$ cat src/rtl/core/unh_pkg.sv
// Package for the unorm16 to half-precision converter.
// Shared types and constants; no dependencies.
`timescale 1ns / 1ps

package unh_pkg;

   localparam int SampleWidth = 16;
   localparam int HalfWidth   = 14;
   localparam int PosWidth    = 4;
   localparam int SigWidth    = 24;

   // Half-precision bit pattern for exactly 1.0
   localparam logic [HalfWidth-1:0] HalfOne = 14'h3C00;

   typedef struct packed {
      logic                zero;   // sample is zero
      logic                full;   // sample is full scale, quotient is 1.0
      logic [PosWidth-1:0] lead;   // position of the sample's leading one
      logic [SigWidth-1:0] sig;    // single-precision significand, hidden one included
   } norm_type;

endpackage

$ cat src/rtl/core/unh_norm.sv
// Forms the single-precision significand of sample/65535.
// The quotient's binary expansion is the sample repeated; uses unh_pkg.
`timescale 1ns / 1ps

module unh_norm import unh_pkg::*; (
   input  logic [SampleWidth-1:0] sample,
   output norm_type               norm
);

   logic [PosWidth-1:0]      lead;
   logic [PosWidth-1:0]      lshift;
   logic [2*SampleWidth-1:0] rep;
   logic [2*SampleWidth-1:0] aligned;

   always_comb begin
      lead = '0;
      for (int i = 0; i < SampleWidth; i++) begin
         if (sample[i]) begin
            lead = PosWidth'(i);
         end
      end
   end

   assign lshift  = PosWidth'(SampleWidth - 1) - lead;
   assign rep     = {sample, sample};
   assign aligned = rep << lshift;

   // Round to nearest: the expansion never terminates, so the sticky bit is always set
   // and ties cannot occur; no carry out is possible below full scale.
   assign norm.sig  = aligned[2*SampleWidth-1 -: SigWidth]
                      + SigWidth'(aligned[2*SampleWidth-1-SigWidth]);
   assign norm.lead = lead;
   assign norm.zero = (sample == '0);
   assign norm.full = (sample == '1);

endmodule

$ cat src/rtl/core/unh_round.sv
// Narrows the single-precision quotient to half precision.
// Normal results round to nearest even, denormals truncate; uses unh_pkg.
`timescale 1ns / 1ps

module unh_round import unh_pkg::*; (
   input  norm_type               norm,
   output logic [HalfWidth-1:0]   half_bits
);

   logic [22:0]          frac;
   logic [9:0]           hfrac;
   logic                 round_up;
   logic [HalfWidth-1:0] normal;
   logic [HalfWidth-1:0] denorm;

   assign frac     = norm.sig[22:0];
   assign hfrac    = frac[22:13];
   assign round_up = frac[12] && (frac[13] || (frac[11:0] != '0));
   // Biased exponent is lead-1; adding lets a fraction carry reach the exponent.
   assign normal   = {HalfWidth'(norm.lead - PosWidth'(1))} << 10;
   // Leading one at bit 0 needs a shift of 15, at bit 1 a shift of 14.
   assign denorm   = norm.lead[0] ? HalfWidth'(norm.sig >> 14) : HalfWidth'(norm.sig >> 15);

   always_comb begin
      if (norm.zero) begin
         half_bits = '0;
      end else if (norm.full) begin
         half_bits = HalfOne;
      end else if (norm.lead < PosWidth'(2)) begin
         half_bits = denorm;
      end else begin
         half_bits = normal + HalfWidth'(hfrac) + HalfWidth'(round_up);
      end
   end

endmodule

$ cat src/rtl/core/unorm16_to_half_converter.sv
// Converts an unsigned 16-bit sample to the half-precision value of sample/65535.
// The sample and its valid flag are registered first, then the result and rsp_valid in the output registers.
// Throughput: one transaction per cycle; busy stays low, a register pair bounds the path.
// Reset (synchronous, active high) clears the valid flags; no result is pending after it.
// The receiver cannot stall. Instantiates unh_norm and unh_round; uses unh_pkg.
`timescale 1ns / 1ps

module unorm16_to_half_converter import unh_pkg::*; (
   input  logic                   clock,
   input  logic                   reset,
   input  logic                   start,
   output logic                   busy,
   input  logic [SampleWidth-1:0] req_sample,
   output logic                   rsp_valid,
   output logic [HalfWidth-1:0]   rsp_half_bits
);

   logic                   in_valid_ff;
   logic                   in_valid_in;
   logic [SampleWidth-1:0] sample_ff;
   logic [SampleWidth-1:0] sample_in;
   logic                   out_valid_ff;
   logic                   out_valid_in;
   logic [HalfWidth-1:0]   half_ff;
   logic [HalfWidth-1:0]   half_in;
   norm_type               norm;
   logic [HalfWidth-1:0]   half_bits;

   assign busy         = 1'b0;
   assign in_valid_in  = start && !busy;
   assign sample_in    = req_sample;
   assign out_valid_in = in_valid_ff;
   assign half_in      = half_bits;

   unh_norm u_norm (
      .sample (sample_ff),
      .norm   (norm)
   );

   unh_round u_round (
      .norm      (norm),
      .half_bits (half_bits)
   );

   always_ff @(posedge clock) begin
      if (reset) begin
         in_valid_ff  <= 1'b0;
         out_valid_ff <= 1'b0;
      end else begin
         in_valid_ff  <= in_valid_in;
         out_valid_ff <= out_valid_in;
      end
   end

   always_ff @(posedge clock) begin
      sample_ff <= sample_in;
      half_ff   <= half_in;
   end

   assign rsp_valid     = out_valid_ff;
   assign rsp_half_bits = half_ff;

endmodule
$ cat config.mk
export PLATFORM = sky130hd
export DESIGN_NAME = unorm16_to_half_converter
export DESIGN_NICKNAME = d
export VERILOG_FILES = /design/src/rtl/core/unh_pkg.sv /design/src/rtl/core/unh_norm.sv /design/src/rtl/core/unh_round.sv /design/src/rtl/core/unorm16_to_half_converter.sv
export SDC_FILE = /design/constraint.sdc
export NUM_CORES = 1
export LEC_CHECK = 0
export BUFFER_PORTS_ARGS = -buffer_cell sky130_fd_sc_hd__buf_2
export CAP_MARGIN = 30
export CORE_MARGIN = 3
export CORE_UTILIZATION = 59
export CTS_BUF_LIST = sky130_fd_sc_hd__clkbuf_16
export DETAILED_ROUTE_END_ITERATION = 8
export GPL_TIMING_DRIVEN = 0
export HOLD_SLACK_MARGIN = 0.05
export PLACE_DENSITY = 0.81
export SYNTH_ARGS = -nofsm -noshare
export SYNTH_HDL_FRONTEND = slang
export SYNTH_SLANG_ARGS = --single-unit
$ cat constraint.sdc
create_clock -name clock -period 5.3 [get_ports clock]
set_clock_uncertainty 0.05 [all_clocks]
set_input_delay 0.265 -clock clock [delete_from_list [all_inputs] [get_ports clock]]
set_output_delay 0.265 -clock clock [all_outputs]
set_load 0.02 [all_outputs]
== Yosys cells after proc, flatten, opt, wreduce, memory -nomap -nowiden ==
Cells that the tools add are included.

* Reductions and logical operators: 5
* Magnitude comparators: 1
* Shifts and indexed selects: 1
* Add/subtract/negate cells: 5
* Eq/ne operators: 1
* Mux-type cells: 18

{| class="wikitable"
|+ Operators with widths
! kind !! number
|-
| 4-bit two-way mux || 8
|-
| 32-bit by 4-bit << shifter with 32-bit output || 1
|-
| 14-bit two-way mux || 2
|-
| 24-bit by 1-bit adder with 24-bit output || 1
|-
| 16-bit == test, second input constant || 1
|-
| 16-bit logical NOT || 1
|-
| 14-bit by 1-bit adder with 14-bit output || 1
|-
| 14-bit by 10-bit adder with 14-bit output || 1
|-
| 3-bit two-way mux || 4
|-
| 12-bit nonzero test || 1
|-
| 10-bit two-way mux || 1
|-
| 4-bit by 2-bit < comparator with 1-bit output, second input constant || 1
|-
| 2-bit two-way mux || 2
|-
| 4-bit by 1-bit subtractor with 4-bit output, second input constant || 1
|-
| 4-bit subtractor, first input constant || 1
|-
| 2-bit OR reduction || 1
|-
| 1-bit logical AND || 1
|-
| 1-bit logical OR || 1
|-
| 1-bit two-way mux || 1
|}

* Logic and storage cells: 36
* Bits in registers: 32

== Longest topological paths before layout ==
* Depth after elaboration: 24
* Mapped depth: 23
* Gate-level depth less buffers: 20

== By module ==
From an unflattened synthesis, not the netlist that was laid out.

* Cell total of the unflattened synthesis: 381
* Area total of the unflattened synthesis: 2,925.3 um^2

{| class="wikitable"
|+ By module, submodules not included
! module !! cells each !! instances !! area each (um^2) !! sequential area each (um^2)
|-
| unh_norm || 253 || 1 || 1,657.8 || 0.0
|-
| unorm16_to_half_converter || 36 || 1 || 664.4 || 640.6
|-
| unh_round || 92 || 1 || 603.1 || 0.0
|}

== Worst setup path before layout ==
OpenSTA, ideal clock, no wires.

* Path kind: register -> register
* Start: register sample_ff[7]
* End: register half_ff[10], in the netlist rsp_half_bits[10]
* Cell stages (with the launch flop): 22
* Path slack: 0.700 ns
* Library setup time: 0.126 ns
* Required time: 5.124 ns
* Data arrival time: 4.423 ns
* Cells stage by stage: dfxtp_1 buf_6 or3_1 buf_2 o211ai_2 nand2_1 a311oi_1 a21oi_1 o31ai_1 ha_1 ha_1 inv_1 a211oi_2 a31oi_2 o31a_1 or3_4 inv_1 ha_1 nand3_1 nor3_2 xnor2_1 o21ai_1

* Cells in the longest elaborated chain, start to end: 18

{| class="wikitable"
|+ Ends and longest elaborated chain
! what !! RTL line !! RTL
|-
| start, declared || unorm16_to_half_converter.sv:20 || <nowiki>logic [SampleWidth-1:0] sample_ff;</nowiki>
|-
| start signal, assigned || unorm16_to_half_converter.sv:56 || <nowiki>sample_ff <= sample_in;</nowiki>
|-
| parallel branches: the longest is 18 deep, another holds 24-bit by 1-bit adder with 24-bit output || - ||
|-
| end signal, assigned || unorm16_to_half_converter.sv:57 || <nowiki>half_ff <= half_in;</nowiki>
|-
| end, declared || unorm16_to_half_converter.sv:24 || <nowiki>logic [HalfWidth-1:0] half_ff;</nowiki>
|}

Several ways; the timed one is not identified.
A chain may end at the register's enable or synchronous reset.

== Final worst setup path ==
* Start: register sample_ff[2]
* End: register half_ff[10], in the netlist rsp_half_bits[10]

* Cells in the longest elaborated chain, start to end: 23

{| class="wikitable"
|+ Ends and longest elaborated chain
! what
|-
| parallel branches: the longest is 23 deep, another holds 4-bit two-way mux
|}

Several ways; the timed one is not identified.

==> results.md <==
Global route:
- The first global-routing pass estimated 15800 um of wire.
- The number of global-route vias before repair was 3172.
- Global routing consumed, over all layers together, between 30 and 40% of the routing resources.
- The number of antenna violations at the first check in global routing was 0.
- The total overflow reported by the global router is 0.
- Entering global routing, the biggest net connects 11 pins.

Route:
- The final layout contains routed wiring with a total length of 10400 um.
- After detailed routing, the average wire length per cell comes to approximately 21 um.
- The first detailed-routing pass took 7 iterations.
- The antenna violation net count after detailed routing is 0.
- In the routed design, unresolved DRC markers number 0.
- The per-cell via count in the routed design is 7.22.
- The DRC violation total after the first TritonRoute iteration is 712.
- The routed layout has 3530 vias.

Power and ir drop:
- The switching share of total power is around a third.
- The part of the power in the clock network is 36.5%.
- In this run the power density over the cells is approximately 260 nW/um^2.
- The internal power of the cells totals around 600 uW.
- The reported leakage power is between 1 and 1.5 nW.
- The worst-case IR drop observed on VDD is 0.000235 V.
- The share of total power dissipated in combinational logic is 33.8%.
- The total power after layout is roughly 930 uW.
- The power dissipated by switching net loads is 326 uW.
- In this run, flip-flops and latches consume 29.7% of the power.

Clocking:
- The clock transition at the registers of the reported paths is approximately 0.060 ns.
- TritonCTS built the clock tree.
- The maximum root-to-sink buffer count is 2.
- The clock latency on the worst-skew pair is 0.29 ns.
- The clock sink count is 32.
- The clock tree synthesis step divided the H-tree into 2 levels.
- The buffer cell driving the clock tree root is clkbuf_16.
- In this run, CTS created clock tree buffers numbering 5.

Critical path:
- The number of cells traversed by the worst register-to-register path is 21.
- Traced cell by cell, the critical path runs through nand2b_1, a221oi_4, buf_4, o2111ai_1, nor3b_4, a311oi_4, a21oi_2, o31ai_4, ha_2, ha_2, inv_1, a211oi_4, a31oi_2, o31a_1, or3_4, inv_1, ha_2, nand3_4, nor3_4, xnor2_1, o21ai_1.
- The maximum net fanout on the critical path is 7.
- The largest single stage delay on the critical path is 0.41 ns.
- The critical path crosses 21 cells after its start point.
- The startpoint-to-endpoint class of the critical path is flop to flop.
- The worst flop-to-flop path endpoint is rsp_half_bits[10].
- The worst register-to-register path begins at sample_ff[2].
- The worst setup path is launched from a flop.
- The critical path starts at sample_ff[2].
- In this run the worst setup path terminates at rsp_half_bits[10].
- The worst setup path is captured at a flop.
- The buffers plus inverters on the worst setup path is 3.
- For flop-to-flop paths, the worst setup slack is 0.17 ns.
- The data arrival time at the worst-slack endpoint is 5.24 ns.
- The largest delay contributor family on the critical path is compound AO/OA/AOI/OAI gates.
- On the critical path, the stage with the largest delay is an instance of dfxtp_1.
- The most numerous cell type found on the critical path is ha_2.
- The required time at the worst-slack endpoint is 5.41 ns.

Logic synthesis:
- The total number of yosys warnings is 0.
- The register bit total from synthesis is 32.
- The netlist uses 77 different library cells.
- In the synthesized netlist the async set-or-reset flop fraction comes to 0%.
- The number of nets handed over by synthesis was slightly below 400.
- The mean instance size in the synthesized netlist is around 7.5 um^2.
- The most common flop cell mapped by yosys is dfxtp_1.
- The cell count after synthesis is 373.
- The netlist area before placement is 2820 um^2.
- Sequential elements use 22.8% of the synthesized area.
- The synthesized design contains 0 enable-type register cells.

Placed design:
- The HPWL after detailed placement is ~6600 um.
- Once placement finished, the instance area stood at a little over 3000 um^2.
- OpenSTA, run right after detailed placement, puts the worst setup slack at -0.424 ns.
- The count of input and output buffers is 33.
- The routability congestion estimate from global placement is between 1 and 1.5.

Finish:
- The total inserted antenna cells is 0.
- The number of nets in the layout is 459.
- The commonest non-fill, non-tap cell in the layout is buf_2.
- Cells fill 80.5% of the core in the end.
- The share of final-layout standard cells stronger than drive strength 1 is between 20% and 30%.
- Compared with the post-synthesis result, the final layout area differs by 27.9%.
- After routing the design area is 3600 um^2.
- Leaving out fill and tap cells, the most frequent cells in the layout are buf_2 (39), dfxtp_1 (32), nor2_1 (30), nand2_1 (30), o21ai_0 (17).

Timing:
- In this run the tightest slew margin relative to its limit is 32.0%.
- The number of max-slew violations in the final report is 0.
- At the pin with the least slew margin, the transition time is 1.01 ns.
- The final cycle utilization of the critical path is 96.8%.
- The worst path in the final design needs a cycle of 5.13 ns, including I/O delays and setup.
- The number of hold violations in the final report is 0.
- The maximum clock frequency is a little under 0.2 GHz.
- The worst path meets setup with 0.168 ns of slack.
- The minimum hold slack is 0.116 ns.
- The count of final setup violators is 0.

Die:
- The die area is 5640 um^2.
- The placeable core region is between 4000 and 5000 um^2.
- The chip width is around 75 um.
- The floorplan die height is around 75 um.
- The starting density of the core is 62.9%.
- The floorplan has 24 rows.
- The I/O pin count is 35.

Hold path:
- The type of the most critical hold path is primary input to flop.

Run:
- The total of max-cap violations is 0.

Run status:
- The flow ran to the end, and the final reports show no timing, DRC or antenna violations.
stage by stage:
stage	TNS (ns)	cells
6_report	0	489
5_1_grt	-0.0134	489
4_1_cts	0	482
3_5_place_dp	-2.21	458
3_3_place_gp	-2.21	458
2_1_floorplan	0	373
cells in the mapped netlist (all sizes together), types with 3 or more instances:
| master | n | area, um^2 |
|---|---|---|
| or4 | 4 | 30.0 |
| nor2b | 8 | 50.1 |
| a211oi | 4 | 35.0 |
| mux2i | 5 | 50.1 |
| xor2 | 5 | 43.8 |
| ha | 4 | 50.1 |
| clkbuf | 12 | 45.0 |
| o31ai | 4 | 30.0 |
| and2 | 4 | 25.0 |
| nand2 | 32 | 123 |
| nand4 | 4 | 25.0 |
| o21a | 4 | 30.0 |
| o211ai | 17 | 138 |
| a31oi | 7 | 50.1 |
| buf | 13 | 81.3 |
| a2111oi | 3 | 26.3 |
| o21ai | 23 | 119 |
| nor2 | 31 | 116 |
| nand2b | 7 | 43.8 |
| a21oi | 18 | 105 |
| a32oi | 4 | 35.0 |
| nand3 | 14 | 70.1 |
| or3 | 7 | 48.8 |
| dfxtp | 32 | 641 |
| or2 | 4 | 25.0 |
| a221oi | 3 | 43.8 |
| nor3 | 17 | 95.1 |
| nor4 | 11 | 75.1 |
| o32ai | 3 | 26.3 |
| nor3b | 4 | 30.0 |
| xnor2 | 8 | 70.1 |
| inv | 17 | 63.8 |
| o2111ai | 7 | 61.3 |
worst reg2reg max path: stages, from the launching register on:
cell and delay [ns]:
dfxtp_1 0.41, nand2b_1 0.25, a221oi_4 0.41, buf_4 0.20, o2111ai_1 0.19, nor3b_4 0.24
a311oi_4 0.33, a21oi_2 0.14, o31ai_4 0.14, ha_2 0.27, ha_2 0.23, inv_1 0.12
a211oi_4 0.25, a31oi_2 0.13, o31a_1 0.34, or3_4 0.41, inv_1 0.08, ha_2 0.21
nand3_4 0.13, nor3_4 0.27, xnor2_1 0.14, o21ai_1 0.06
kinds of logic after synthesis:
logic type | share of synthesized area [%]
other | 0.133
buffers and inverters | 6.76
and+or+nand+nor | 28.8
xor gates and xnor gates | 4.04
muxes | 2.18
DFF | 22.8
AOI/OAI and AO/OA | 33.6
adders and majority gates | 1.78
final cells by class:
class	instances	area [um^2]
multi-input cells	300	2160
fillers	315	873
flip-flops and latches	32	641
repair buffers	56	378
plain buffers	24	129
clock buffers	5	125
inverters	17	66.3
well taps	52	65.1
clock inverters	3	38.8
timing repair:
item / 4_1_cts / 5_1_grt
buffers inserted: 1 / 6
setup endpoints to repair: 11 / 10
gates cloned: 0 / 1
endpoints found under the hold margin: 15 / 1
pin swaps: 1 / 8
hold buffers: 15 / 1
gates resized for setup: 13 / 23
layer usage:
metal | up-vias | GRT usage, % | wire [um]
li1 | 1553 | - | -
met1 | 1613 | 46.9 | 3950
met2 | 310 | 59.7 | 4720
met3 | 54 | 9.75 | 1340
met4 | 0 | 15.6 | 375
met5 | - | 0 | 0
registers in the layout, summed over array words and instances, names as in the netlist:
| register | count |
|---|---|
| in_valid_ff | 1 |
| rsp_valid | 1 |
| sample_ff | 16 |
| rsp_half_bits | 14 |
power by group through the flow:
stage	clock network, mW	registers, mW	logic [mW]
after floorplan	0	0.297	0.171
after global placement	0	0.277	0.255
after detailed placement	0	0.278	0.259
after CTS	0.330	0.273	0.277
after global routing	0.349	0.276	0.331
final	0.337	0.275	0.313
worst min-delay path by stage:
| stage | from | end | slack [ns] | cells after the start |
|---|---|---|---|---|
| finish | reset | in_valid_ff | 0.12 | 2 |
| global route | reset | in_valid_ff | 0.13 | 2 |
| CTS | req_sample[4] | sample_ff[4] | 0.05 | 1 |
| detailed placement | req_sample[15] | sample_ff[15] | 0.32 | 1 |
| global placement | req_sample[8] | sample_ff[8] | 0.32 | 1 |
| floorplan | req_sample[0] | sample_ff[0] | 0.24 | 0 |
Power figures use the tool's default switching activity.
